`src/rtl/core/segint_pkg.sv`:
```
`default_nettype none
// ----------------------------------------------------------------------------
// Segment intersection test: shared types and constants
// Coordinate and product widths, queue sizing and the classified pair that
// travels from the front end to the back end.
// ----------------------------------------------------------------------------
package segint_pkg;

   localparam int COORD_BITS = 16;
   localparam int DIFF_BITS  = COORD_BITS + 1;
   localparam int PROD_BITS  = 2 * DIFF_BITS;
   localparam int CROSS_BITS = PROD_BITS + 1;

   // queue depth must be a power of two so the pointers wrap on their own
   localparam int Q_DEPTH    = 2;
   localparam int Q_PTR_BITS = $clog2(Q_DEPTH);
   localparam int Q_CNT_BITS = $clog2(Q_DEPTH + 1);

   typedef logic signed [COORD_BITS-1:0] coord_type;
   typedef logic signed [DIFF_BITS-1:0]  diff_type;

   // a = first start, b = first end, c = second start, d = second end
   typedef struct packed {
      logic     box_hit;
      diff_type ab_x;
      diff_type ab_y;
      diff_type ac_x;
      diff_type ac_y;
      diff_type ad_x;
      diff_type ad_y;
      diff_type cd_x;
      diff_type cd_y;
      diff_type ca_x;
      diff_type ca_y;
      diff_type cb_x;
      diff_type cb_y;
   } pair_type;

endpackage
`default_nettype wire

```
`src/rtl/core/segint_queue.sv`:
```
`default_nettype none
// ----------------------------------------------------------------------------
// Segment intersection pair queue
// Short queue of classified pairs between the front end and the back end.
// ----------------------------------------------------------------------------
module segint_queue (
   input  wire                  clock,
   input  wire                  reset,
   input  wire                  push,
   input  segint_pkg::pair_type push_data,
   output logic                 full,
   input  wire                  pop,
   output segint_pkg::pair_type pop_data,
   output logic                 empty
);

   segint_pkg::pair_type                 entry_ff [segint_pkg::Q_DEPTH];
   logic [segint_pkg::Q_PTR_BITS-1:0]    wr_ptr_ff, wr_ptr_in;
   logic [segint_pkg::Q_PTR_BITS-1:0]    rd_ptr_ff, rd_ptr_in;
   logic [segint_pkg::Q_CNT_BITS-1:0]    count_ff, count_in;
   logic                                 do_push, do_pop;

   assign full     = (count_ff == segint_pkg::Q_CNT_BITS'(segint_pkg::Q_DEPTH));
   assign empty    = (count_ff == '0);
   assign do_push  = push && !full;
   assign do_pop   = pop && !empty;
   assign pop_data = entry_ff[rd_ptr_ff];

   always_comb begin
      wr_ptr_in = do_push ? wr_ptr_ff + 1'b1 : wr_ptr_ff;
      rd_ptr_in = do_pop  ? rd_ptr_ff + 1'b1 : rd_ptr_ff;
      count_in  = count_ff;
      if (do_push && !do_pop) begin
         count_in = count_ff + 1'b1;
      end else if (do_pop && !do_push) begin
         count_in = count_ff - 1'b1;
      end
   end

   always_ff @(posedge clock) begin
      if (reset) begin
         wr_ptr_ff <= '0;
         rd_ptr_ff <= '0;
         count_ff  <= '0;
      end else begin
         wr_ptr_ff <= wr_ptr_in;
         rd_ptr_ff <= rd_ptr_in;
         count_ff  <= count_in;
      end
   end

   always_ff @(posedge clock) begin
      if (do_push) begin
         entry_ff[wr_ptr_ff] <= push_data;
      end
   end

endmodule
`default_nettype wire

```
`config.mk`:
```
export PLATFORM = sky130hd
export DESIGN_NAME = segint_queue
export DESIGN_NICKNAME = d
export VERILOG_FILES = /design/src/rtl/core/segint_pkg.sv /design/src/rtl/core/segint_queue.sv
export SDC_FILE = /design/constraint.sdc
export NUM_CORES = 1
export LEC_CHECK = 0
export BUFFER_PORTS_ARGS = -buffer_cell sky130_fd_sc_hd__buf_2
export CAP_MARGIN = 20
export CORE_ASPECT_RATIO = 1.1
export CORE_MARGIN = 2
export CORE_UTILIZATION = 52
export DETAILED_ROUTE_END_ITERATION = 12
export PLACE_DENSITY = 0.79
export REMOVE_ABC_BUFFERS = 1
export SYNTH_ARGS = -nofsm -noshare
export SYNTH_HDL_FRONTEND = slang
export SYNTH_SLANG_ARGS = --single-unit
```
`constraint.sdc`:
```
create_clock -name clock -period 6.69 [get_ports clock]
set_input_delay 0.669 -clock clock [delete_from_list [all_inputs] [get_ports clock]]
set_output_delay 0.669 -clock clock [all_outputs]
set_load 0.05 [all_outputs]
```
==> Word-level counts from Yosys, hierarchy flattened <==
Memories as Yosys holds them, arrays and structs flattened. A register that Yosys moved wholly into a read port is not among the register bits.
Cells that the tools add are included.
{ "word_totals": {"reg_bits": 4, "latchBits": 0, "ramBits": 410, "mem_bits_ro": 0, "input_bits": 209, "out_inout_bits": 207, "wordCells": 25, "memories": 1} }
{ "classes": {"addsub": 4, "n_mul": 0, "div_mod_pow": 0, "magnitude_cmp": 0, "eq_ne": 1, "shifts": 0, "muxes": 6, "bitwise": 0, "reduce_logical": 10} }
{ "mem_list": {"columns": ["memory", "depth", "word_bits", "read_ports", "rd_clocked_by_memory_dff", "wr", "line_no", "rtl"], "rows": [
  ["entry_ff", 2, 205, 1, 1, 1, "segint_queue.sv:17", "segint_pkg::pair_type entry_ff [segint_pkg::Q_DEPTH];"]
]} }
{ "ops": {"columns": ["op", "count"], "rows": [
  ["1-bit logical AND", 4],
  ["1-bit zero test", 4],
  ["1-bit 2-to-1 mux", 4],
  ["2-bit 2-to-1 mux", 2],
  ["1-bit adder, second input constant", 2],
  ["2-bit by 1-bit adder with 2-bit output, second input constant", 1],
  ["2-bit == test, second input constant", 1],
  ["2-bit zero test", 1],
  ["2-bit nonzero test", 1],
  ["2-bit by 1-bit subtractor with 2-bit output, second input constant", 1]
]} }

==> Longest topological paths before layout <==
{ "logic_depth": {"word_depth": 7, "depth_mapped": 6, "depth_no_buf": 6} }

==> Least setup slack after synthesis <==
No wires, ideal clock.
{ "synth_timing": {"path_type": "input -> register", "startpoint": "input port push", "endpoint": "memory entry_ff[1][0] (netlist bit) (enable)", "setup_time_ps": 592, "t_arrival_ps": 5547, "required_time_ps": 6098, "setup_slack_ps": 551, "stages": 3, "n_path_buf": 0, "cell_sequence": "inv_1 -> nor2_1 -> and2_1"} }
{ "synth_between": {"elab_chain_cells": 3} }
{ "synth_lines": {"columns": ["item", "line_no", "rtl"], "rows": [
  ["from (decl)", "segint_queue.sv:9", "input wire push,"],
  ["1-bit logical AND", "segint_queue.sv:25", "assign do_push = push && !full;"],
  ["net do_push", "segint_queue.sv:21", "logic do_push, do_pop;"],
  ["1-bit 2-to-1 mux", "segint_queue.sv:53", "if (do_push) begin"],
  ["1-bit 2-to-1 mux (implied by the code)", "segint_queue.sv:54", "entry_ff[wr_ptr_ff] <= push_data;"],
  ["to (decl)", "segint_queue.sv:17", null]
]} }
The timed path passes the listed nets, and every way through them passes these cells.

==> impl_metrics.tcl <==
set metrics [dict create \
    grt_usage_pct 18.8 \
    critPathCaptureType "output pin" \
    die_w_um 169 \
    die_y_um 186 \
    timing.hold.ws_ps 319 \
    setup_viol 0 \
    final_nets 1315 \
    dp_hpwl_um 20500 \
    p_sw_share_pct 37.4 \
    wl_per_cell_um 20.5 \
    cp.required_ps 6020 \
    power_mw 8.63 \
    criticalPathCategory "register to output pin" \
    drt_iter0_drc 486 \
    cts_buffers 42 \
    area_growth_syn_to_layout_pct 23.2 \
    synth_top_area_cell "edfxtp_1" \
    io_pins 416 \
    final_cell_mix "buf_2, edfxtp_1, mux2_4" \
    yosys_register_bits 415 \
    port_buffers 415 \
    fillers 2037 \
    yosys.cell_types.count 15 \
    clkLatencyLatePin_ps 530 \
    antenna_found_initial 10 \
    mostFrequentLayoutCell "buf_2" \
    yosys.area.top_type_share_pct 78.8 \
    worst_pin_slew_ps 1090 \
    rows 66 \
    place_congestion 0.772 \
    synthCells 663 \
    drcViolationCount 0 \
    grt_max_degree 110 \
    worst_ep_arrival_time_ps 3020 \
    start_util_pct 52.9 \
    cts_tree "yes" \
    totalNegativeSetupSlack_ps 0 \
    finalCritPeriodShare_pct 55.1 \
    yosysSeqAreaShare_pct 79.4 \
    cap_violations 0 \
    drt_pass1_iterations 4 \
    post-cts-setup-buffers 0 \
    hp-class "input pin to register" \
    layout-drive-gt1-share_pct 60.0 \
    p_seq_share_pct 39.4 \
    htreeDepth 2 \
    dieArea_um2 31500 \
    cp-start-kind "register" \
    finalCriticalPeriod_ps 3690 \
    relSlewSlack_pct 27.2 \
    peakVddDrop_uv 300 \
    grt_pass1_wl_um 44200 \
    avgViaCountPerCell 5.12 \
    cts_buffer_depth 3 \
    wl_um 31000 \
    cts_sinks 415 \
    power.internal_mw 5.41 \
    clkSlewWorstSetupHoldPaths_ps 60 \
    fmax_mhz 271 \
    routed-via-count 7771 \
    pwr-share-comb_pct 36.5 \
    final-max-slew-violation-count 0 \
    yosysWarnings 0 \
    powerDensity_nw_per_um2 448 \
    cts_hold_buf 0 \
    status "finished, final reports clean" \
    crit_fanout 64 \
    root_buffer "clkbuf_16" \
    rsz0062_at_grt "false" \
    yosys-top-cells-area "edfxtp_1, mux2_4, mux2_2, buf_6, dfxtp_1" \
    cts-resized-gates 0 \
    final.setup_skew_ps 14.6 \
    grt_pass1_vias 8088 \
    syn_area_um2 15600 \
    drt.antenna.violating_nets 0 \
    grt_remaining_overflow 0 \
    switchingPower_mw 3.22 \
    clkPwrFrac_pct 24.1 \
    hold_viol 0 \
    avgSynthCellArea_um2 23.6 \
    p_leak_nw 7.46 \
    core_area_um2 29600 \
]
==> critical path, cell delays in order, from the launching register on <==
cell and delay, ps:
dfxtp_4 820, buf_4 930, mux2_2 430, buf_2 210
==> per-stage QoR <==
stage / instances / utilization [%] / worst slack [ps] / cell area (um^2)
finish: 1517 / 65.1 / 3000 / 19300
global route: 1515 / 65.1 / 2860 / 19300
CTS: 1509 / 65.1 / 2960 / 19200
detailed placement: 1435 / 61.0 / 3570 / 18000
global placement: 1435 / 61.0 / 3590 / 18000
floorplan: 640 / - / -1930 / 15400
==> layer usage <==
layer | vias up | track usage (%) | share of wire (%)
met5 | - | 0 | 0.14
met4 | 6 | 8.58 | 3.7
met3 | 81 | 6.74 | 8.7
met2 | 337 | 33.3 | 52
met1 | 3812 | 20.1 | 35
li1 | 3535 | - | -
==> worst paths after layout <==
check	startpoint	end	slack, ps	depth (start not counted)
setup reg to reg	count_ff[0]	entry_ff[0][159]	3980	4
setup / recovery	register	pop_data[14]	3000	3
hold / removal	push_data[185]	entry_ff[1][185]	320	1
hold reg to reg	rd_ptr_ff	register	510	2
==> synth_stat cells, drive strengths merged <==
master	instances
o21ai	3
edfxtp	410
ha	1
or3	2
dfxtp	5
mux2	205
a21oi	2
nor2b	1
buf	23
inv	2
and2	1
nor2	5
xor2	3
==> cells by family after synthesis <==
| family | Yosys count | synth area share, % |
|---|---|---|
| mux | 205 | 18.4 |
| flops | 415 | 79.4 |
| simple gates | 9 | 0.280 |
| buf+inv | 25 | 1.51 |
| fa+ha+maj | 1 | 0.0801 |
| compound gates | 5 | 0.160 |
| xor+xnor | 3 | 0.168 |
==> power by group through the flow <==
stage | logic (mW) | registers (mW) | clock network, mW
global placement | 3.15 | 3.43 | 0
finish | 3.15 | 3.40 | 2.08
detailed placement | 3.16 | 3.46 | 0
CTS | 3.18 | 3.41 | 2.13
floorplan | 2.67 | 3.62 | 0
global route | 3.27 | 3.43 | 2.24
==> state kept, by name, summed over array words and instances (netlist names), named ones only <==
register,cells
wr_ptr_ff,1
rd_ptr_ff,1
count_ff,2
entry_ff,410
==> cell type report <==
class	count	area (um^2)	share of cell area (%)
diodes	8	20.0	0.104
clock buffers	57	1130	5.86
clock inverters	17	81.3	0.422
inverters	2	15.0	0.0780
multi-input cells	223	2980	15.5
flip-flops and latches	415	12400	64.5
well taps	374	468	2.43
repair buffers	421	2150	11.1
Power figures use the tool's default switching activity.
