`config.mk`:
```
export PLATFORM = sky130hd
export DESIGN_NAME = segint_front
export DESIGN_NICKNAME = d
export VERILOG_FILES = /design/src/rtl/core/segint_pkg.sv /design/src/rtl/core/segint_front.sv
export SDC_FILE = /design/constraint.sdc
export NUM_CORES = 1
export LEC_CHECK = 0
export BUFFER_PORTS_ARGS = -buffer_cell sky130_fd_sc_hd__clkbuf_2
export CORE_MARGIN = 3
export CORE_UTILIZATION = 50
export DETAILED_ROUTE_END_ITERATION = 12
export PLACE_DENSITY = 0.73
export SLEW_MARGIN = 20
export SYNTH_ARGS = -nofsm -noshare
export SYNTH_HDL_FRONTEND = slang
export SYNTH_SLANG_ARGS = --single-unit
```
`constraint.sdc`:
```
create_clock -name vclk -period 5.6
set_clock_uncertainty 0.15 [all_clocks]
set_input_delay 0.84 -clock vclk [all_inputs]
set_output_delay 0.84 -clock vclk [all_outputs]
set_load 0.05 [all_outputs]
```
`src/rtl/core/segint_pkg.sv`:
```
`default_nettype none
// ----------------------------------------------------------------------------
// Segment intersection test: shared types and constants
// Coordinate and product widths, queue sizing and the classified pair that
// travels from the front end to the back end.
// ----------------------------------------------------------------------------
package segint_pkg;

   localparam int COORD_BITS = 16;
   localparam int DIFF_BITS  = COORD_BITS + 1;
   localparam int PROD_BITS  = 2 * DIFF_BITS;
   localparam int CROSS_BITS = PROD_BITS + 1;

   // queue depth must be a power of two so the pointers wrap on their own
   localparam int Q_DEPTH    = 2;
   localparam int Q_PTR_BITS = $clog2(Q_DEPTH);
   localparam int Q_CNT_BITS = $clog2(Q_DEPTH + 1);

   typedef logic signed [COORD_BITS-1:0] coord_type;
   typedef logic signed [DIFF_BITS-1:0]  diff_type;

   // a = first start, b = first end, c = second start, d = second end
   typedef struct packed {
      logic     box_hit;
      diff_type ab_x;
      diff_type ab_y;
      diff_type ac_x;
      diff_type ac_y;
      diff_type ad_x;
      diff_type ad_y;
      diff_type cd_x;
      diff_type cd_y;
      diff_type ca_x;
      diff_type ca_y;
      diff_type cb_x;
      diff_type cb_y;
   } pair_type;

endpackage
`default_nettype wire

```
`src/rtl/core/segint_front.sv`:
```
`default_nettype none
// ----------------------------------------------------------------------------
// Segment intersection front end
// Takes request beats, runs the bounding-box test and forms the coordinate
// differences that the cross products need.
// ----------------------------------------------------------------------------
module segint_front (
   input  wire                   req_push,
   output logic                  req_full,
   input  segint_pkg::coord_type ax,
   input  segint_pkg::coord_type ay,
   input  segint_pkg::coord_type bx,
   input  segint_pkg::coord_type by,
   input  segint_pkg::coord_type cx,
   input  segint_pkg::coord_type cy,
   input  segint_pkg::coord_type dx,
   input  segint_pkg::coord_type dy,
   input  wire                   mid_full,
   output logic                  mid_push,
   output segint_pkg::pair_type  mid_pair
);

   segint_pkg::coord_type ab_x_lo, ab_x_hi, ab_y_lo, ab_y_hi;
   segint_pkg::coord_type cd_x_lo, cd_x_hi, cd_y_lo, cd_y_hi;

   assign req_full = mid_full;
   assign mid_push = req_push;

   always_comb begin
      ab_x_lo = (ax < bx) ? ax : bx;
      ab_x_hi = (ax > bx) ? ax : bx;
      ab_y_lo = (ay < by) ? ay : by;
      ab_y_hi = (ay > by) ? ay : by;
      cd_x_lo = (cx < dx) ? cx : dx;
      cd_x_hi = (cx > dx) ? cx : dx;
      cd_y_lo = (cy < dy) ? cy : dy;
      cd_y_hi = (cy > dy) ? cy : dy;
   end

   always_comb begin
      // touching boxes count as overlapping
      mid_pair.box_hit = (ab_x_hi >= cd_x_lo) && (cd_x_hi >= ab_x_lo) &&
                         (ab_y_hi >= cd_y_lo) && (cd_y_hi >= ab_y_lo);
      mid_pair.ab_x = segint_pkg::DIFF_BITS'(bx) - segint_pkg::DIFF_BITS'(ax);
      mid_pair.ab_y = segint_pkg::DIFF_BITS'(by) - segint_pkg::DIFF_BITS'(ay);
      mid_pair.ac_x = segint_pkg::DIFF_BITS'(cx) - segint_pkg::DIFF_BITS'(ax);
      mid_pair.ac_y = segint_pkg::DIFF_BITS'(cy) - segint_pkg::DIFF_BITS'(ay);
      mid_pair.ad_x = segint_pkg::DIFF_BITS'(dx) - segint_pkg::DIFF_BITS'(ax);
      mid_pair.ad_y = segint_pkg::DIFF_BITS'(dy) - segint_pkg::DIFF_BITS'(ay);
      mid_pair.cd_x = segint_pkg::DIFF_BITS'(dx) - segint_pkg::DIFF_BITS'(cx);
      mid_pair.cd_y = segint_pkg::DIFF_BITS'(dy) - segint_pkg::DIFF_BITS'(cy);
      mid_pair.ca_x = segint_pkg::DIFF_BITS'(ax) - segint_pkg::DIFF_BITS'(cx);
      mid_pair.ca_y = segint_pkg::DIFF_BITS'(ay) - segint_pkg::DIFF_BITS'(cy);
      mid_pair.cb_x = segint_pkg::DIFF_BITS'(bx) - segint_pkg::DIFF_BITS'(cx);
      mid_pair.cb_y = segint_pkg::DIFF_BITS'(by) - segint_pkg::DIFF_BITS'(cy);
   end

endmodule
`default_nettype wire

```
Yosys cells after proc, flatten, opt, wreduce, memory -nomap -nowiden
Index checks and enable logic that the tools add are counted.
- bits in registers: 0
- output and inout bits: 207
- add/sub/neg operators: 12
- magnitude comparators: 12
- mux-type cells: 8
- reduce and logical (&&, ||, !) cells: 3
- operators with widths (operator ; number):
    subtractor 16 x 16 -> 17 bit ; 12
    2-to-1 mux 16 bit ; 8
    >= comparator 16 bit ; 4
    greater-than comparator 16 bit ; 4
    less-than comparator 16 bit ; 4
    logical AND 1 bit ; 3

Logic depth before layout (Yosys ltp)
Gate-level depths: netlist of run 1.
- depth in word-level cells: 6
- gate-level depth with buffers: 19

Worst setup path after synthesis of run 1
No wires, ideal clock.
- path type: input to output
- start point: in cx[15]
- end point: out mid_pair[204] in the netlist's numbering
- arrival time: 5.082 ns
- required time: 4.610 ns
- path slack: -0.472 ns
- stages: 17
- buffers on the path: 2
- cells stage by stage: inv_1 -> ha_1 -> buf_4 -> nand4_1 -> or4_4 -> nor2_2 -> a211oi_4 -> xnor2_4 -> buf_6 -> mux2_4 -> ha_1 -> a21oi_1 -> nor2_1 -> a2111oi_0 -> o31ai_1 -> o21a_1 -> a211oi_1
- RTL lines (element ; RTL line ; text):
    from (decl) ; segint_front.sv:14 ; input segint_pkg::coord_type cx,
    to (decl) ; segint_front.sv:20 ; output segint_pkg::pair_type mid_pair

==> run metrics, run 1 <==
status complete, but fails checks; failing checks setup timing; Seq pwr share 0%; Synth Area in Compound Gates 27.50%; hold crit path type in -> out; hold buffers post-CTS 0; GRT Util Overall 32.45%; Lkg Pwr 8.356 nW; fin util 68.41%; initial DRC count 974; via count 14530; n_diodes 0; Tmin final 5.610 ns; number of global-route vias before repair 14100; top sig layer met4; CP endpoint mid_pair[204]; P_int 1.155 mW; Post-Synthesis Cells 1652; Die ar. 26280 um^2; combinational family with the most area after synthesis adder cells; Place WS -0.1645 ns; Residual DRC 0; Final Hold Viols 0; crit share post-route 100.2%; I/O pins 337; register area share after synthesis 0%; Psw 2.312 mW; multiplexer area fraction after synthesis 10.03%; Required @ worst endpoint 4.61 ns; Avg Inst Size Synth 7.376 um^2; Netlist cell types 75; layout cells sized above 1 31.32%; DP HPWL 40.43 mm; Area Growth Syn to Fin 32.96%; filler instances 2085; share of the synthesized area in the top cell type 26.70%; CP max FO 8; FFs & Latches 0; grt ovf 0; # clk buffers 0; Yosys top cell by area ha_1; metal2 WL 22.84 mm; first-pass GRT wire length 69.96 mm; Reg area 0 um^2; synth top area cells ha_1 27%, xnor2_1 7.4%, mux2i_1 5.8%; Ys Warns 0; Crit Path Class in -> out; first drt pass iteration count 8; Antenna Nets Post-Route 0; Rel. slew slack 54.51%; Worst Path Arrival 4.62 ns; Post-Synth Adder-Cell Area 28.67%; width of the die 162.1 um; # nets final 2553; final-report max-slew violation count 0; IO buf count 333; Rows 56; Mapped Area 12190 um^2; die height 162.1 um; simple-gate share of the synthesized area 17.33%; PD cells 214.0 nW/um^2; Final setup viols 1; core area 23680 um^2; initial antenna violation count 0; final setup margin -0.009619 ns; Worst Setup SP ax[2]; Vias/cell 5.889; Routed WL per cell 18.81 um; area occupied by multi-input gates 11830 um^2; Initial Util 51.45%; sw frac 66.68%; Comb power frac 100.0%; CP Capture Type output port; RSZ-0062 raised after global routing yes; most frequent cells in the layout 325 x clkbuf_2, 242 x ha_1, 207 x buf_4; Clock Power Share 0%; met1 wire length 18.65 mm; maximum VDD drop 0.1554 mV; Worst Setup Start Kind primary input; XOR/XNOR Fraction of Synth Area 10.14%; worst-margin pin slew 0.6751 ns; MaxCap Viol Count 0; Syn Nets 2054; FMAX 178.3 MHz; Routed Wire Length 46.42 mm; routed wl met3 3.028 mm; RePlAce Congestion 0.9722; largest net degree at the start of global routing 24; commonest non-fill, non-tap cell in the layout clkbuf_2
kinds of logic (layout without fill, tap and decap cells):
family,count (synthesis),after routing
xor+xnor,139,139
mux,113,113
buf+inv,190,687
fa+ha+maj,272,272
simple gates,424,424
compound gates,514,514
Yosys cell counts (all sizes together) (30+ instances only):
library cell	n
ha	260
inv	136
a21oi	135
o21ai	119
nor2	112
xnor2	104
nand2	99
mux2i	71
a21o	50
mux2	42
nor3	38
o21a	38
clkbuf	36
nor2b	35
xor2	35
nand2b	33
o211ai	30
worst max-delay path: stages:
cell and delay [ns]:
clkbuf_2 0.10, inv_1 0.06, ha_1 0.29, o21a_1 0.20
o31a_1 0.12, o21ai_1 0.16, buf_4 0.15, a21oi_4 0.05
or3_4 0.41, buf_8 0.15, o22a_1 0.21, o221ai_2 0.16
ha_1 0.28, a21oi_2 0.15, nor2_1 0.08, a2111oi_2 0.39
o31ai_2 0.12, o21a_1 0.22, a211oi_4 0.30, buf_12 0.18
stage by stage:
stage               setup TNS (ns)  cells  hold slack, ns  power [mW]  instance area [um^2]
floorplan                        0   1652           1.697       2.394                 12200
global placement           -0.1324   2452           1.530       3.271                 15600
detailed placement         -0.1645   2452           1.530       3.311                 15600
CTS                              0   2461           1.530       3.368                 15770
global route               -0.1270   2468           1.530       3.675                 16200
finish                   -0.009619   2468           1.530       3.467                 16200
power by group through the flow:
stage / Combinational [mW] / Sequential (mW) / Clock (mW)
after floorplan: 2.39 / 0 / 0
after CTS: 3.37 / 0 / 0
final: 3.47 / 0 / 0
after global placement: 3.27 / 0 / 0
after detailed placement: 3.31 / 0 / 0
after global routing: 3.68 / 0 / 0
metal layers:
metal | vias to the layer above | global-route usage, %
met5 | - | 0
met3 | 109 | 2.984
met4 | 0 | 10.08
met1 | 6781 | 37.98
li1 | 7055 | -
met2 | 589 | 61.96
how the worst min path moves through the flow:
stage               end      from  cells past startpoint  slack [ns]
2_1_floorplan  mid_push  req_push                      1        1.70
6_report       mid_push  req_push                      0        1.53
5_1_grt        req_full  mid_full                      0        1.53
4_1_cts        mid_push  req_push                      0        1.53
3_5_place_dp   mid_push  req_push                      0        1.53
3_3_place_gp   mid_push  req_push                      0        1.53
timing repair:
action | CTS | global route
pin swaps | 9 | 46
setup endpoints to repair | 1 | 1
buffers inserted | 8 | 10
cloned | 1 | 0
resized for setup | 23 | 86
layout make-up:
| class | count | area share (%) |
|---|---|---|
| inverter | 136 | 3.197 |
| tap | 319 | 2.464 |
| timing repair buffer | 551 | 21.33 |
| multi-input combinational | 1462 | 73.01 |
(Power assumes the default switching activity.)
==> run 2: changes to the inputs <==
--- a/config.mk
+++ b/config.mk
@@ -5,6 +5,7 @@
 export SDC_FILE = /design/constraint.sdc
 export NUM_CORES = 1
 export LEC_CHECK = 0
+export ABC_AREA = 1
 export BUFFER_PORTS_ARGS = -buffer_cell sky130_fd_sc_hd__clkbuf_2
 export CORE_MARGIN = 3
 export CORE_UTILIZATION = 50
==> run 2 against run 1 <==
- the flow now finishes without violations
- utilization down 6.9 points
- sequential cell count unchanged
- maximum frequency up 4.5%
- first-iteration DRC count up 81%
- sequential share of layout area unchanged
- critical path depth up 3
- highest routed layer unchanged
- worst hold slack about the same
- die area down 0.52%
==> run metrics, run 2 <==
most frequent cell after synthesis nand2_1 (was ha_1); IO buf count 333 (unchanged); GRT Util Overall 34.68% (was 32.45%); RePlAce Congestion 1.029 (was 0.9722); first drt pass iteration count 9 (was 8); most frequent cells in the layout 452 x nand2_1, 332 x clkbuf_2, 275 x inv_1 (was 325 x clkbuf_2, 242 x ha_1, 207 x buf_4); Vias/cell 5.619 (was 5.889); Post-Synthesis Cells 2003 (was 1652); die height 161.7 um (was 162.1 um); grt ovf 0 (unchanged); Hold Path Cell Cnt 0 (unchanged); area occupied by multi-input gates 10880 um^2 (was 11830 um^2); Mapped Area 12120 um^2 (was 12190 um^2); Die ar. 26140 um^2 (was 26280 um^2); Initial Util 51.32% (was 51.45%); Rel. slew slack 48.57% (was 54.51%); crit share post-route 95.82% (was 100.2%); status complete, no violations (was complete, but fails checks); final-report max-slew violation count 0 (unchanged); WHS 1.530 ns (about the same); layout cells sized above 1 18.50% (was 31.32%); Lkg Pwr 8.403 nW (was 8.356 nW); setup TNS 0 ns (was -0.009619 ns); register area share after synthesis 0% (unchanged); first-pass GRT wire length 73.13 mm (was 69.96 mm); initial DRC count 1759 (was 974); Required @ worst endpoint 4.61 ns (about the same); RSZ-0062 raised after global routing no (was yes); Routed WL per cell 18.22 um (was 18.81 um); FFs & Latches 0 (unchanged); Crit Path Class in -> out (unchanged); PD cells 235.7 nW/um^2 (was 214.0 nW/um^2); FMAX 186.4 MHz (was 178.3 MHz); synth top area cells ha_1 27%, nand2_1 14%, xor2_1 8.9% (was ha_1 27%, xnor2_1 7.4%, mux2i_1 5.8%); Tmin final 5.366 ns (was 5.610 ns); Worst Setup Start Kind primary input (unchanged); Worst Path Arrival 4.38 ns (was 4.62 ns); Area Growth Syn to Fin 19.83% (was 32.96%); worst-margin pin slew 0.7633 ns (was 0.6751 ns); Yosys top cell by area ha_1 (unchanged); maximum VDD drop 0.1875 mV (was 0.1554 mV); Ys Warns 0 (unchanged); initial antenna violation count 0 (unchanged); Residual DRC 0 (unchanged); Rows 56 (unchanged); filler instances 2379 (was 2085); via count 14940 (was 14530); largest net degree at the start of global routing 35 (was 24); core area 23610 um^2 (was 23680 um^2); MaxCap Viol Count 0 (unchanged); # clk buffers 0 (unchanged); share of the synthesized area in the top cell type 26.84% (was 26.70%); Avg Inst Size Synth 6.050 um^2 (was 7.376 um^2); hold crit path type in -> out (unchanged); commonest non-fill, non-tap cell in the layout nand2_1 (was clkbuf_2); Netlist cell types 40 (was 75); Syn Nets 2405 (was 2054); width of the die 161.7 um (was 162.1 um); Antenna Nets Post-Route 0 (unchanged); n_diodes 0 (unchanged); hold buffers post-CTS 0 (unchanged); CP max FO 11 (was 8); synth cell count leaders 455 x nand2_1, 275 x inv_1, 260 x ha_1, 200 x a21oi_1, 192 x o21ai_0 (was 260 x ha_1, 136 x inv_1, 135 x a21oi_1, 117 x o21ai_0, 111 x nor2_1); Final setup viols 0 (was 1); CP Capture Type output port (unchanged); DP HPWL 42.71 mm (was 40.43 mm); # nets final 2744 (was 2553); Reg area 0 um^2 (unchanged); number of global-route vias before repair 13560 (was 14100); Routed Wire Length 48.45 mm (was 46.42 mm); I/O pins 337 (unchanged); Final Hold Viols 0 (unchanged)
run 2: cell types whose count changed after synthesis, sizes merged, moves of 71 or more:
cell | previous run | this run
inv | 136 | 279
nand2 | 99 | 463
xor2 | 35 | 123
mux2i | 71 | 0
o21ai | 119 | 202
nand3 | 25 | 113
run 2: cell type report:
cell class                      count  share of cell area [%]
Multi-Input combinational cell   1671                   74.91
Tap cell                          319                   2.748
Timing Repair Buffer              390                   15.13
Inverter                          279                   7.211
run 2: worst paths after layout:
kind	slack, ns	from	end
worst max-delay path	0.23	cx[15]	mid_pair[204]
worst min-delay path	1.53	req_push	mid_push
run 2: metal layers:
layer / routed length (um) / vias to the layer above / part of all wire, % / GRT usage (%)
li1: - / 7351 / - / -
met1: 23150 / 6736 / 48 / 54.61
met2: 18630 / 794 / 38 / 50.00
met3: 5800 / 59 / 12 / 5.713
met4: 864 / 0 / 1.8 / 4.847
met5: 0 / - / 0 / 0
run 2: cell families after synthesis:
logic type	after synthesis	share of synthesized area (%)
adders and majority gates	272	28.83
and+or+nand+nor	732	25.68
AOI/OAI and AO/OA	492	22.02
buffers and inverters	332	10.83
xor gates and xnor gates	175	12.65
run 2: through the flow:
step,utilization [%],cell area (um^2),cells,power (mW),worst slack [ns]
floorplan,-,12120,2003,2.483,0.1892
global placement,60.94,14390,2656,3.301,0.1812
detailed placement,60.94,14390,2656,3.317,0.09369
CTS,60.94,14390,2656,3.333,0.08774
global route,61.50,14520,2659,3.662,0.008333
finish,61.50,14520,2659,3.423,0.2343
run 2: repair_timing:
item | CTS | global route
setup buffers | 0 | 2
resized for setup | 0 | 29
endpoints found under the setup margin | 0 | 1
run 2: critical path: stages:
cell and delay, ns:
clkbuf_2 0.09, inv_1 0.15, ha_1 0.41, buf_4 0.19
nand3_1 0.07, nor2_1 0.21, nand3_1 0.39, buf_4 0.36
nand3_2 0.09, nand2_1 0.05, ha_1 0.29, nand2_1 0.07
nor2_1 0.19, nand2_1 0.08, nand2_1 0.12, nand2_1 0.07
nand3_1 0.06, o21ai_0 0.08, nand2_1 0.08, nand2_1 0.06
nor2_1 0.10, buf_4 0.14, buf_12 0.13
run 2: where the power goes:
group	internal, mW	switching, mW	total, mW
Clock	0	0	0
Combinational	0.929	2.49	3.42
Sequential	0	0	0
==> run 3: changes to the inputs <==
==> constraint.sdc (replaced) <==
create_clock -name vclk -period 5.6
set_clock_uncertainty 0.15 [all_clocks]
set_input_delay 1.12 -clock vclk [all_inputs]
set_output_delay 1.12 -clock vclk [all_outputs]
set_load 0.05 [all_outputs]
==> run 3 against run 2 <==
- the run now ends with setup timing left
- via count increased by 9.2%
- critical endpoint unchanged
- count of clock-buffer cells in the layout unchanged
- sequential cell count unchanged
- utilization increased by 9.6 points
- critical path depth increased by 5
- critical path type unchanged
- worst setup slack got worse by 0.34 ns
==> run metrics, run 3 (synthesis gave the netlist of run 2 again) <==
status complete, but fails checks (was complete, no violations); failing checks setup timing; Die ar. 26140 um^2 (unchanged); post-route insts no fill 2827 (was 2659); FMAX 175.4 MHz (was 186.4 MHz); grt met2 use 55.99% (was 50.00%); Routed WL per cell 19.46 um (was 18.22 um); IO buf count 333 (unchanged); PD cells 232.5 nW/um^2 (was 235.7 nW/um^2); Crit Path Class in -> out (unchanged); die height 161.7 um (unchanged); worst-margin pin slew 0.6942 ns (was 0.7633 ns); Initial Util 51.32% (unchanged); Antenna Nets Post-Route 0 (unchanged); GRT Util Overall 38.10% (was 34.68%); Bufs and invs on worst path 7 (was 6); Vias/cell 5.771 (was 5.619); busiest grt layer met1 (unchanged); DP HPWL 45.83 mm (was 42.71 mm); Routed Wire Length 55.02 mm (was 48.45 mm); # clk buffers 0 (unchanged); commonest non-fill, non-tap cell in the layout nand2_1 (unchanged); Worst Setup Start Kind primary input (unchanged); initial antenna violation count 0 (unchanged); largest delay contributor family on the critical path simple AND/OR/NAND/NOR gates (unchanged); met3 track demand over resource 6.350% (was 5.713%); first-pass GRT wire length 79.97 mm (was 73.13 mm); first drt pass iteration count 7 (was 9); met1 Usage GRT 58.38% (was 54.61%); Rows 56 (unchanged); width of the die 161.7 um (unchanged); Final Hold Viols 0 (unchanged); CP Capture Type output port (unchanged); Required @ worst endpoint 4.33 ns (was 4.61 ns); MaxCap Viol Count 0 (unchanged); Worst Path Arrival 4.43 ns (was 4.38 ns); I/O pins 337 (unchanged); hold buffers post-CTS 0 (unchanged); n_diodes 0 (unchanged); Rel. slew slack 53.72% (was 48.57%); Area Growth Syn to Fin 38.50% (was 19.83%); slowest cell delay on critical path 0.24 ns (was 0.41 ns); final setup margin -0.1018 ns (was 0.2343 ns); number of global-route vias before repair 14770 (was 13560); Final setup viols 1 (was 0); most frequent cells in the layout 420 x nand2_1, 328 x clkbuf_2, 260 x inv_1 (was 452 x nand2_1, 332 x clkbuf_2, 275 x inv_1); # nets final 2912 (was 2744); setup TNS -0.1018 ns (was 0 ns); layout cells sized above 1 29.27% (was 18.50%); crit share post-route 101.8% (was 95.82%); grt ovf 0 (unchanged); Tmin final 5.702 ns (was 5.366 ns); initial DRC count 1877 (was 1759); largest net degree at the start of global routing 43 (was 35); RePlAce Congestion 1.019 (was 1.029); Lkg Pwr 9.367 nW (was 8.403 nW); hold crit path type in -> out (unchanged); filler instances 2092 (was 2379); CP max stage cell a21oi_4 (was ha_1); FFs & Latches 0 (unchanged); core area 23610 um^2 (unchanged); RSZ-0062 raised after global routing yes (was no); Residual DRC 0 (unchanged); CP max FO 7 (was 11); final-report max-slew violation count 0 (unchanged); Reg area 0 um^2 (unchanged); maximum VDD drop 0.2219 mV (was 0.1875 mV); via count 16320 (was 14940); placed cell count 2806 (was 2656)
[run 3: cell count changes in the layout (fill, tap and decap cells not counted), moves of 16 or more]
cell	change
a21oi_2	+16
ha_4	+31
ha_1	-31
a21oi_1	-19
o21ai_0	-17
buf_4	+157
nand2_1	-32
nand2_2	+20
[run 3: path summary, 6_finish.rpt]
check,start,endpoint,slack (ns),cells after the start
worst max-delay path,cx[15],mid_pair[204],-0.10,28
worst min-delay path,req_push,mid_push,2.09,0
[run 3: through the flow]
stage	hold WS (ns)	area [um^2]	setup WS [ns]	utilization [%]	total power, mW
finish	2.090	16780	-0.1018	71.08	3.903
global route	2.090	16780	-0.1996	71.08	4.129
CTS	2.090	16010	-0.01521	67.81	3.621
detailed placement	2.090	15580	-0.2475	65.98	3.493
global placement	2.090	15580	-0.1014	65.98	3.456
floorplan	2.257	12130	0.06491	-	2.490
[run 3: cell type report]
| type | instances | area [um^2] | area share (%) |
|---|---|---|---|
| Multi-Input combinational cell | 1671 | 11730 | 69.90 |
| Inverter | 279 | 1052 | 6.269 |
| Tap cell | 319 | 399.1 | 2.378 |
| Timing Repair Buffer | 558 | 3601 | 21.45 |
[run 3: where the power goes]
| part | internal [mW] | switching, mW | total (mW) |
|---|---|---|---|
| combinational | 1.20 | 2.70 | 3.90 |
| sequential | 0 | 0 | 0 |
| clock | 0 | 0 | 0 |
[run 3: layer usage]
metal  routed length [um]  vias to the layer above
met5                    0                        -
met2                22280                     1033
met3                 6679                      126
met4                 1593                        0
li1                     -                     7702
met1                24470                     7455
[run 3: timing repair]
| item | in CTS | in global routing |
|---|---|---|
| buffers inserted | 10 | 7 |
| cloned | 3 | 2 |
| endpoints found under the setup margin | 1 | 1 |
| pin swaps | 32 | 61 |
| gates resized for setup | 51 | 166 |
