==> src/rtl/core/segint_pkg.sv <==
`default_nettype none
// ----------------------------------------------------------------------------
// Segment intersection test: shared types and constants
// Coordinate and product widths, queue sizing and the classified pair that
// travels from the front end to the back end.
// ----------------------------------------------------------------------------
package segint_pkg;

   localparam int COORD_BITS = 16;
   localparam int DIFF_BITS  = COORD_BITS + 1;
   localparam int PROD_BITS  = 2 * DIFF_BITS;
   localparam int CROSS_BITS = PROD_BITS + 1;

   // queue depth must be a power of two so the pointers wrap on their own
   localparam int Q_DEPTH    = 2;
   localparam int Q_PTR_BITS = $clog2(Q_DEPTH);
   localparam int Q_CNT_BITS = $clog2(Q_DEPTH + 1);

   typedef logic signed [COORD_BITS-1:0] coord_type;
   typedef logic signed [DIFF_BITS-1:0]  diff_type;

   // a = first start, b = first end, c = second start, d = second end
   typedef struct packed {
      logic     box_hit;
      diff_type ab_x;
      diff_type ab_y;
      diff_type ac_x;
      diff_type ac_y;
      diff_type ad_x;
      diff_type ad_y;
      diff_type cd_x;
      diff_type cd_y;
      diff_type ca_x;
      diff_type ca_y;
      diff_type cb_x;
      diff_type cb_y;
   } pair_type;

endpackage
`default_nettype wire

==> src/rtl/core/segint_rsp_queue.sv <==
`default_nettype none
// ----------------------------------------------------------------------------
// Segment intersection response queue
// Short queue of result beats that parts the back end from the consumer.
// ----------------------------------------------------------------------------
module segint_rsp_queue (
   input  wire  clock,
   input  wire  reset,
   input  wire  push,
   input  wire  push_hit,
   output logic full,
   input  wire  pop,
   output logic pop_hit,
   output logic empty
);

   logic [segint_pkg::Q_DEPTH-1:0]    hit_ff;
   logic [segint_pkg::Q_PTR_BITS-1:0] wr_ptr_ff, wr_ptr_in;
   logic [segint_pkg::Q_PTR_BITS-1:0] rd_ptr_ff, rd_ptr_in;
   logic [segint_pkg::Q_CNT_BITS-1:0] count_ff, count_in;
   logic                              do_push, do_pop;

   assign full    = (count_ff == segint_pkg::Q_CNT_BITS'(segint_pkg::Q_DEPTH));
   assign empty   = (count_ff == '0);
   assign do_push = push && !full;
   assign do_pop  = pop && !empty;
   assign pop_hit = hit_ff[rd_ptr_ff];

   always_comb begin
      wr_ptr_in = do_push ? wr_ptr_ff + 1'b1 : wr_ptr_ff;
      rd_ptr_in = do_pop  ? rd_ptr_ff + 1'b1 : rd_ptr_ff;
      count_in  = count_ff;
      if (do_push && !do_pop) begin
         count_in = count_ff + 1'b1;
      end else if (do_pop && !do_push) begin
         count_in = count_ff - 1'b1;
      end
   end

   always_ff @(posedge clock) begin
      if (reset) begin
         wr_ptr_ff <= '0;
         rd_ptr_ff <= '0;
         count_ff  <= '0;
      end else begin
         wr_ptr_ff <= wr_ptr_in;
         rd_ptr_ff <= rd_ptr_in;
         count_ff  <= count_in;
      end
   end

   always_ff @(posedge clock) begin
      if (do_push) begin
         hit_ff[wr_ptr_ff] <= push_hit;
      end
   end

endmodule
`default_nettype wire

==> config.mk <==
export PLATFORM = sky130hd
export DESIGN_NAME = segint_rsp_queue
export DESIGN_NICKNAME = d
export VERILOG_FILES = /design/src/rtl/core/segint_pkg.sv /design/src/rtl/core/segint_rsp_queue.sv
export SDC_FILE = /design/constraint.sdc
export NUM_CORES = 1
export LEC_CHECK = 0
export BUFFER_PORTS_ARGS = -buffer_cell sky130_fd_sc_hd__buf_4
export CAP_MARGIN = 20
export CORE_AREA = 4 4 41 43
export CTS_BUF_LIST = sky130_fd_sc_hd__clkbuf_8
export DETAILED_ROUTE_END_ITERATION = 10
export DIE_AREA = 0 0 45 47
export PLACE_DENSITY = 0.43
export SKIP_LAST_GASP = 1
export SYNTH_ARGS = -nofsm -noshare
export SYNTH_HDL_FRONTEND = slang
export SYNTH_SLANG_ARGS = --single-unit
==> constraint.sdc <==
create_clock -name clock -period 2.03 [get_ports clock]
set_clock_uncertainty 0.15 [all_clocks]
set_input_delay 0.1015 -clock clock [delete_from_list [all_inputs] [get_ports clock]]
set_output_delay 0.1015 -clock clock [all_outputs]
set_load 0.01 [all_outputs]
# Word-level counts from Yosys, hierarchy flattened

Index checks and enable logic that the tools add are counted.

Flip-flop bits (word level): 6
Input port bits: 5
Output and inout bits: 3
Word-level logic and storage cells: 30

$add $sub $neg: 4
Order comparisons: 3
Equal/unequal tests: 1
Muxes and demuxes: 7
Reductions and logical operators: 11

Operators with widths:

| cell                                                | number |
|---|---|
| logical AND 1 bit                                   | 5 |
| logical NOT 1 bit                                   | 4 |
| < comparator 1 x 2 -> 1 bit (second input constant) | 2 |
| 2-to-1 mux 2 bit                                    | 2 |
| 2-to-1 mux 1 bit                                    | 3 |
| adder 1 bit (second input constant)                 | 2 |
| adder 2 x 1 -> 2 bit (second input constant)        | 1 |
| bitwise mux 2 bit                                   | 1 |
| == test 2 bit (second input constant)               | 1 |
| logical NOT 2 bit                                   | 1 |
| nonzero test 2 bit                                  | 1 |
| subtractor 2 x 1 -> 2 bit (second input constant)   | 1 |
| demux 1 bit (select 1 bit)                          | 1 |
| >= comparator 1 bit (second input constant)         | 1 |

# Depth between registers and ports, before layout

Gate-level depths: netlist of run 1.

Depth after elaboration: 7
Mapped depth: 6
Mapped depth without buffers: 6

# Worst setup path before layout of run 1

Ideal clock, no wire load.

Path type: register to register
From: register count_ff[1] in the netlist's numbering
To: register count_ff[1] in the netlist's numbering
Setup time: 70 ps
Arrival time: 1442 ps
Required time: 1810 ps
Path slack: 368 ps
Cell stages (with the launch flop): 6
Buffers on the path: 0
Clock period less this slack: 1662 ps
Cell sequence: dfxtp_1 > nor2b_2 > nor2_1 > ha_1 > or3_1 > a21oi_1

Longest elaborated chain between the ends: 6
Elaborated cells between the ends (all ways): 15
Classes of those cells: add/sub (2); eq/ne (1); mux (2); reduce/logical (10)

RTL lines:

| element                             | line                   | text |
|---|---|---|
| from (decl)                         | segint_rsp_queue.sv:20 | `logic [segint_pkg::Q_CNT_BITS-1:0] count_ff, count_in;` |
| from (signal assigned)              | segint_rsp_queue.sv:48 | `count_ff <= count_in;` |
| == test 2 bit (*)                   | segint_rsp_queue.sv:23 | `assign full = (count_ff == segint_pkg::Q_CNT_BITS'(segint_pkg::Q_DEPTH));` |
| via full                            | segint_rsp_queue.sv:11 | `output logic full,` |
| logical NOT 1 bit (*)               | segint_rsp_queue.sv:25 | `assign do_push = push && !full;` |
| logical AND 1 bit (*)               | segint_rsp_queue.sv:25 |  |
| via do_push                         | segint_rsp_queue.sv:21 | `logic do_push, do_pop;` |
| logical NOT 1 bit                   | segint_rsp_queue.sv:35 | `end else if (do_pop && !do_push) begin` |
| logical AND 1 bit                   | segint_rsp_queue.sv:35 |  |
| nonzero test 2 bit (no source line) | n/a                    |  |

Mark *: on every way through the listed nets, which the timed path passes. The rest lies on a longest branch. The select of a mux whose other input is x is not followed.
A chain may end at the register's enable or synchronous reset.

# Worst setup path in the final report of run 1

From: register count_ff[0] in the netlist's numbering
To: register count_ff[1] in the netlist's numbering

Longest elaborated chain between the ends: 6
Elaborated cells between the ends (all ways): 15
Classes of those cells: add/sub (2); eq/ne (1); mux (2); reduce/logical (10)

RTL lines:

| element                                                                        | line |
|---|---|
| == test 2 bit / logical NOT 2 bit (equally long branches)                      | segint_rsp_queue.sv:23, segint_rsp_queue.sv:24 |
| logical NOT 1 bit (on tied branches)                                           | segint_rsp_queue.sv:25, segint_rsp_queue.sv:26 |
| logical AND 1 bit (on tied branches)                                           | segint_rsp_queue.sv:25, segint_rsp_queue.sv:26 |
| logical NOT 1 bit (on tied branches)                                           | segint_rsp_queue.sv:35, segint_rsp_queue.sv:33 |
| logical AND 1 bit (on tied branches)                                           | segint_rsp_queue.sv:35, segint_rsp_queue.sv:33 |
| nonzero test 2 bit (no source line) / 2-to-1 mux 2 bit (equally long branches) | n/a |

Several ways; a longest one is shown, not always the timed one. The select of a mux whose other input is x is not followed.

==> results.yml, run 1 <==
run_status:
  status: "complete, no violations"
yosys:
  synth_area_um2: 265
  yosys.area.top_type: "dfxtp_1"
  synth_seq_area_share_pct: 52.8
  synth_area_leaders: "dfxtp_1, edfxtp_1, xor2_1"
  synth_cells: 26
  syn_area_per_cell_um2: 10.2
  synthDominantCellAreaShare_pct: 30.2
  synth_top_family_by_area: "simple AND/OR/NAND/NOR gates"
  syn-num-nets: 32
  synth-compound-area-share_pct: 9.43
  yosys.area_share.xor_xnor_pct: 9.91
  synthDistinctLibCells: 12
  synth-seq-cells: 6
  yosys-mux-area-fraction_pct: 4.25
  yosysWarnings: 0
  synth_adder_area_share_pct: 4.72
  synth_simple_gate_area_share_pct: 16.0
routing:
  wl_um: 524
  drc: 0
  dr.pass1.iters: 3
  vias: 218
  via_per_inst: 4.04
  avgRoutedWirePerCell_um: 9.70
  drtIter0Drc: 7
  ant_nets: 0
setup_path:
  reg2reg_from: "count_ff[0]"
  crit_start: "count_ff[0]"
  regToRegEndpoint: "count_ff[1]"
  crit_type: "reg2reg"
  reg2reg_slack_ps: 270
  path_max_fanout: 5
  crit_end: "count_ff[1]"
  reg2reg_depth: 4
  critPathArrivalTime_ps: 1760
  cp.required_ps: 2030
  worstSetupEndpointType: "flop"
  start_kind: "flop"
clock_network:
  cts_max_level: 1
  cts_sinks: 6
  cts_buffer_depth: 2
  cts_buffers: 3
  clk_latency_ps: 230
  clkSlewWorstSetupHoldPaths_ps: 40
  root_buffer: "clkbuf_8"
  cts_tree: "done"
  post_cts_resized: 0
power_and_ir_drop:
  pwr_density_cell_mw_per_mm2: 1430
  p_comb_share_pct: 34.6
  pwr-share-seq_pct: 33.2
  power.total_uw: 576
  max-vdd-ir-drop_uv: 505
  p_clk_share_pct: 32.2
  p_leak_uw: 0.000182
  internal_power_uw: 397
  p_sw_share_pct: 31.1
  p_switching_uw: 179
placed_design:
  routabilityCongestion: 0.728
  place_ws_ps: 284
  post_dp_cell_area_um2: 337
  numPortBuffers: 7
  dp_hpwl_um: 398
die:
  pin_count: 8
  die_w_um: 45
  rows: 13
  dieArea_mm2: 0.00212
  fp.dieH_um: 47
  start_util_pct: 20.4
  core_mm2: 0.00130
sta:
  post-route-period-util_pct: 86.8
  slew_violations: 0
  fmax_mhz: 568
  finalHoldViolCount: 0
  tightest_slew_ps: 349
  tns_ps: 0
  layout_setup_ws_ps: 268
  max_slew_margin_pct: 76.5
  period_minus_slack_ps: 1760
  rsz0062_at_grt: "no"
  setup_violations: 0
cells_and_area:
  num_antenna_cells: 0
  drive_gt1_share_pct: 30.8
  area_growth_pct: 51.4
  layout.nets: 46
  fill_cells: 148
  design_area_um2: 402
global_routing:
  grt_usage_pct: 6.91
  antenna_found_initial: 0
  grt_pass1_wl_um: 917
  grt_pass1_vias: 223
  grt_max_degree: 6
  grt-ovfl-total: 0
flow_run:
  max-cap-violations: 0
min_path:
  hold_class: "in2reg"
==> state kept, by name, indices dropped and copies added (netlist names) <==
signal     count
hit_ff         2
wr_ptr_ff      1
count_ff       2
rd_ptr_ff      1
==> power groups by stage <==
| stage | Sequential, uW | Clock (uW) | Combinational [uW] |
|---|---|---|---|
| 2_1_floorplan | 186 | 0 | 131 |
| 3_3_place_gp | 191 | 0 | 192 |
| 3_5_place_dp | 193 | 0 | 198 |
| 4_1_cts | 191 | 194 | 202 |
| 5_1_grt | 197 | 200 | 229 |
| 6_report | 191 | 185 | 199 |
==> cell usage after synthesis (all sizes together) <==
master / instances
dfxtp: 4
nor2: 4
o21ai: 3
xor2: 3
a21oi: 2
edfxtp: 2
inv: 2
or3: 2
and2: 1
ha: 1
mux2: 1
nor2b: 1
==> worst min path at each step <==
stage	start	to	slack (ps)	cells past startpoint
after CTS	push	wr_ptr_ff	110	4
final	push	wr_ptr_ff	110	4
after global placement	push_hit	hit_ff[0]	140	1
after floorplan	reset	count_ff[1]	20	1
after detailed placement	push_hit	hit_ff[1]	140	1
after global routing	push	wr_ptr_ff	160	4
==> per-stage QoR <==
stage | cells | util (%) | hold slack, ps
2_1_floorplan | 26 | - | 20.6
3_3_place_gp | 48 | 25.9 | 138
3_5_place_dp | 48 | 25.9 | 139
4_1_cts | 54 | 30.9 | 107
5_1_grt | 54 | 30.9 | 159
6_report | 54 | 30.9 | 113
==> logic make-up (layout without fill, tap and decap cells) <==
kind of cell               count (synthesis)  count (layout)
xor gates and xnor gates                   3               3
adders and majority gates                  1               1
buffers and inverters                      2              15
and+or+nand+nor                            8               8
muxes                                      1               1
DFF                                        6               6
AOI/OAI and AO/OA                          5               5
==> what timing repair did <==
item | in CTS | in global routing
hold endpoints to repair | 6 | 0
buffers inserted | 0 | 0
hold buffers | 2 | 0
==> critical path, stage by stage (launching register included) <==
cell,delay (ps)
dfxtp_1,360
o21ai_0,340
ha_1,330
or3_1,370
a21oi_1,140
==> layout make-up <==
| type | instances | area [um^2] | area share (%) |
|---|---|---|---|
| Clock buffer | 3 | 41.3 | 10.3 |
| Clock inverter | 1 | 3.75 | 0.935 |
| Inverter | 2 | 7.51 | 1.87 |
| Multi-Input combinational cell | 18 | 118 | 29.3 |
| Sequential cell | 6 | 140 | 34.9 |
| Tap cell | 15 | 18.8 | 4.67 |
| Timing Repair Buffer | 9 | 72.6 | 18.1 |
==> cell usage in the layout, fill, tap and decap left out <==
cell type,n
a21oi_1,2
xor2_1,3
mux2_2,1
dfxtp_1,4
o21ai_0,3
nor2_1,4
nor2b_2,1
edfxtp_1,2
and2_1,1
inv_1,3
or3_1,2
buf_4,7
ha_1,1
clkbuf_8,3
dlygate4sd3_1,2
==> metal layers <==
layer / GRT usage [%] / up-vias / wire length [um]
li1: - / 113 / -
met4: 8.77 / 0 / 0
met2: 9.32 / 7 / 256
met1: 6.70 / 98 / 237
met5: 0 / - / 0
met3: 3.83 / 0 / 30
Note: power is estimated with default switching activity, not from simulation.
==> run 2, diff against run 1 <==
CORE_AREA = 2 2 39 41   (was 4 4 41 43)
DIE_AREA = 0 0 41 43   (was 0 0 45 47)
==> run 2 against run 1 <==
  * Clock-buffer cell count did not move
  * Hold slack got worse by 5.2 ps
  * Sequential power barely moved
  * Via count rose by 6.4%
  * Cell area rose by 0.31%
  * Critical path type unchanged
  * Critical endpoint unchanged
==> results.yml, run 2 (synthesis gave the netlist of run 1 again) <==
setup_path:
  path_max_fanout: 5
  crit_type: "reg2reg"
  worstSetupEndpointType: "flop"
  cp.required_ps: 2030
  start_kind: "flop"
  critPathArrivalTime_ps: 1750
die:
  fp.dieH_um: 43
  pin_count: 8
  dieArea_mm2: 0.00176
  die_w_um: 41
  core_mm2: 0.00138
  start_util_pct: 19.2
  rows: 14
global_routing:
  grt_pass1_wl_um: 862
  grt_usage_pct: 8.38
  grt-ovfl-total: 0
  grt_max_degree: 6
  grt_pass1_vias: 219
  antenna_found_initial: 0
power_and_ir_drop:
  max-vdd-ir-drop_uv: 436
  pwr-share-seq_pct: 33.0
  p_sw_share_pct: 31.5
  internal_power_uw: 397
  p_leak_uw: 0.000182
  p_switching_uw: 183
  p_comb_share_pct: 34.7
  p_clk_share_pct: 32.3
  pwr_density_cell_mw_per_mm2: 1440
clock_network:
  root_buffer: "clkbuf_8"
  clkSlewWorstSetupHoldPaths_ps: 30
  clk_latency_ps: 220
  cts_buffer_depth: 2
  cts_max_level: 1
  cts_sinks: 6
  post_cts_resized: 0
  cts_tree: "done"
  cts_buffers: 3
sta:
  setup_violations: 0
  slew_violations: 0
  period_minus_slack_ps: 1750
  finalHoldViolCount: 0
  rsz0062_at_grt: "no"
  tightest_slew_ps: 331
  fmax_mhz: 573
  max_slew_margin_pct: 77.7
  tns_ps: 0
  hold_ws_ps: 108
  post-route-period-util_pct: 86.0
min_path:
  hold_class: "in2reg"
cells_and_area:
  fill_cells: 154
  reg_top3: "count_ff x2, hit_ff x2"
  drive_gt1_share_pct: 30.8
  layout.nets: 46
  num_antenna_cells: 0
  area_growth_pct: 51.9
  layout_commonest_cell: "buf_4"
  layout_common_cells: "buf_4, nor2_1, dfxtp_1"
routing:
  ant_nets: 0
  drc: 0
  avgRoutedWirePerCell_um: 9.51
  via_per_inst: 4.22
  vias: 232
  wl_um: 523
  drtIter0Drc: 1
  dr.pass1.iters: 2
flow_run:
  max-cap-violations: 0
placed_design:
  routabilityCongestion: 0.680
  numPortBuffers: 7
run_status:
  status: "complete, no violations"
-- run 2: repair_timing --
item                      4_1_cts  5_1_grt
setup buffers                   0        0
hold buffers                    2        0
hold endpoints to repair        6        0
-- run 2: critical path, stage by stage (launching register included) --
cell and delay (ps):
dfxtp_1 350, o21ai_0 320, ha_1 330, or3_1 370, a21oi_1 140
-- run 2: worst paths after layout --
check              startpoint  cells past startpoint           to  slack (ps)
hold reg to reg     wr_ptr_ff                      2    wr_ptr_ff         330
hold / removal           push                      4    wr_ptr_ff         110
setup reg to reg  count_ff[0]                      4  count_ff[1]         280
setup / recovery  count_ff[0]                      4  count_ff[1]         280
-- run 2: power by group through the flow --
stage,clock [uW],combinational [uW],sequential (uW)
2_1_floorplan,0,131,186
3_3_place_gp,0,189,190
3_5_place_dp,0,201,193
4_1_cts,195,206,191
5_1_grt,201,227,195
6_report,188,201,191
-- run 2: final cells by class --
| cell class | instances | area [um^2] | share of cell area (%) |
|---|---|---|---|
| Sequential cell | 6 | 140 | 34.8 |
| Inverter | 2 | 7.51 | 1.86 |
| Multi-Input combinational cell | 18 | 118 | 29.2 |
| Clock buffer | 3 | 41.3 | 10.2 |
| Timing Repair Buffer | 9 | 72.6 | 18.0 |
| Tap cell | 16 | 20.0 | 4.97 |
| Clock inverter | 1 | 3.75 | 0.932 |
-- run 2: metrics by stage --
stage / instances / cell area (um^2) / util, % / total power, uW / setup WS [ps]
after detailed placement: 49 / 338 / 24.4 / 394 / 285
after global placement: 49 / 338 / 24.4 / 379 / 356
after floorplan: 26 / 265 / - / 317 / 368
after CTS: 55 / 403 / 29.1 / 592 / 272
after global routing: 55 / 403 / 29.1 / 623 / 175
final: 55 / 403 / 29.1 / 580 / 283
-- run 2: routing by layer --
metal,vias to the layer above,GRT usage [%],part of all wire [%]
li1,114,-,-
met1,109,7.87,35
met2,6,10.0,51
met3,3,7.85,9.9
met4,0,8.00,2.9
met5,-,0,0
==> run 3, diff against run 2 <==
BUFFER_PORTS_ARGS = default   (was -buffer_cell sky130_fd_sc_hd__buf_4)
DONT_BUFFER_PORTS = 1   (was default)
MAX_ROUTING_LAYER = met4   (was default)
PLACE_DENSITY = 0.38   (was 0.43)
==> run 3 against run 2 <==
  * Core utilization fell by 3.8 points
  * Via count fell by 18%
  * Critical path depth rose by 1
  * Setup slack got worse by 68 ps
  * Final cell count fell by 13%
  * Clock-buffer cell count did not move
  * Clock power fell by 2%
  * Flip-flop and latch count did not move
  * First-iteration DRC count did not move
  * Die area did not move
  * Register-to-register slack got worse by 70 ps
  * Critical endpoint unchanged
  * Highest routed layer is now met3
==> results.yml, run 3 (synthesis gave the netlist of run 1 again) <==
cells_and_area:
  num_antenna_cells: 0
  regArea_um2: 140
  design_area_um2: 350
  utilization_pct: 25.3
  final_cells: 48
  fill_cells: 154
  reg_top3: "count_ff x2, hit_ff x2"
  layout.nets: 39
  layout_common_cells: "nor2_1, dfxtp_1"
  area_growth_pct: 32.1
  multi_input_area_um2: 118
  drive_gt1_share_pct: 15.6
setup_path:
  cp_top_family: "simple AND/OR/NAND/NOR gates"
  crit_type: "reg2reg"
  cp_slowest_cell: "or3_1"
  path_max_fanout: 5
  reg2reg_from: "count_ff[1]"
  start_kind: "flop"
  crit_start: "count_ff[1]"
  crit_chain: "nor2b_2 -> nor2_1 -> ha_1 -> or3_1 -> a21oi_1"
  worst_path_largest_cell_delay_ps: 380
  cp.required_ps: 2030
  worstSetupEndpointType: "flop"
  critPathArrivalTime_ps: 1820
  crit_buf_inv: 0
power_and_ir_drop:
  pwr_density_cell_mw_per_mm2: 1520
  power.total_uw: 532
  p_leak_uw: 0.000148
  max-vdd-ir-drop_uv: 375
sta:
  post-route-period-util_pct: 89.4
  max_slew_margin_pct: 78.2
  setup_violations: 0
  rsz0062_at_grt: "no"
  tightest_slew_ps: 323
  slew_violations: 0
  finalHoldViolCount: 0
  fmax_mhz: 551
  period_minus_slack_ps: 1810
  tns_ps: 0
clock_network:
  cts_buffer_depth: 2
  cts_tree: "done"
  clkSlewWorstSetupHoldPaths_ps: 40
  post_cts_resized: 0
  cts_max_level: 1
  cts_sinks: 6
  clk_latency_ps: 220
  postCtsSetupBuffers: 0
  cts_buffers: 3
  holdBufCountCts: 2
  root_buffer: "clkbuf_8"
global_routing:
  grt-ovfl-total: 0
  grt_pass1_wl_um: 834
  antenna_found_initial: 0
  grt_max_degree: 6
  grt_usage_pct: 8.07
  grt_pass1_vias: 207
die:
  rows: 14
  fp.dieH_um: 43
  pin_count: 8
  dieArea_mm2: 0.00176
  die_w_um: 41
  core_mm2: 0.00138
  start_util_pct: 19.2
routing:
  ant_nets: 0
  drc: 0
  avgRoutedWirePerCell_um: 10.5
  via_per_inst: 3.98
  wl_um: 504
  drtIter0Drc: 1
  dr.pass1.iters: 2
  vias: 191
placed_design:
  routabilityCongestion: 0.597
  numPortBuffers: 0
  post_dp_cell_area_um2: 285
  place_inst: 42
  dp_hpwl_um: 385
min_path:
  hold_class: "in2reg"
  hold_start: "push"
flow_run:
  max-cap-violations: 0
run_status:
  status: "complete, no violations"
==> run 3: cell count changes in the layout (fill, tap and decap cells not counted), sizes merged <==
cell,before,now
buf,7,0
==> run 3: metal layers <==
metal  vias to the layer above  wire length (um)  global-route usage, %
li1                         99                 -                      -
met1                        88               211                   6.89
met2                         4               272                   10.9
met3                         0                20                   3.66
met4                         0                 0                   10.0
met5                         -                 0                      -
==> run 3: path summary, 6_finish.rpt <==
check	depth (start not counted)	end	slack, ps
setup / recovery	5	count_ff[1]	220
hold / removal	3	wr_ptr_ff	30
setup reg to reg	5	count_ff[1]	220
hold reg to reg	2	wr_ptr_ff	330
==> run 3: cell type report <==
type | instances | share of cell area [%]
Clock inverter | 1 | 1.07
Multi-Input combinational cell | 18 | 33.6
Sequential cell | 6 | 40.0
Timing Repair Buffer | 2 | 5.71
Tap cell | 16 | 5.71
Inverter | 2 | 2.14
Clock buffer | 3 | 11.8
==> run 3: per-stage QoR <==
step | worst slack [ps] | hold slack [ps]
floorplan | 368 | 20.6
global placement | 280 | 21.3
detailed placement | 210 | 23.4
CTS | 205 | 18.6
global route | 90.7 | 48.4
finish | 215 | 26.3
==> run 3: report_power, final <==
| group | internal, uW | switching (uW) | leakage (uW) | total [uW] |
|---|---|---|---|---|
| sequential | 161 | 31.3 | 0.0000518 | 192 |
| clock | 130 | 53.6 | 0.0000269 | 184 |
| combinational | 69.6 | 86.4 | 0.0000697 | 156 |
| total | 360 | 171 | 0.000148 | 532 |
==> run 3: worst register-to-register path, cell delays in order, from the launching register on <==
cell and delay [ps]:
dfxtp_1 370, nor2b_2 270, nor2_1 100, ha_1 340
or3_1 380, a21oi_1 130
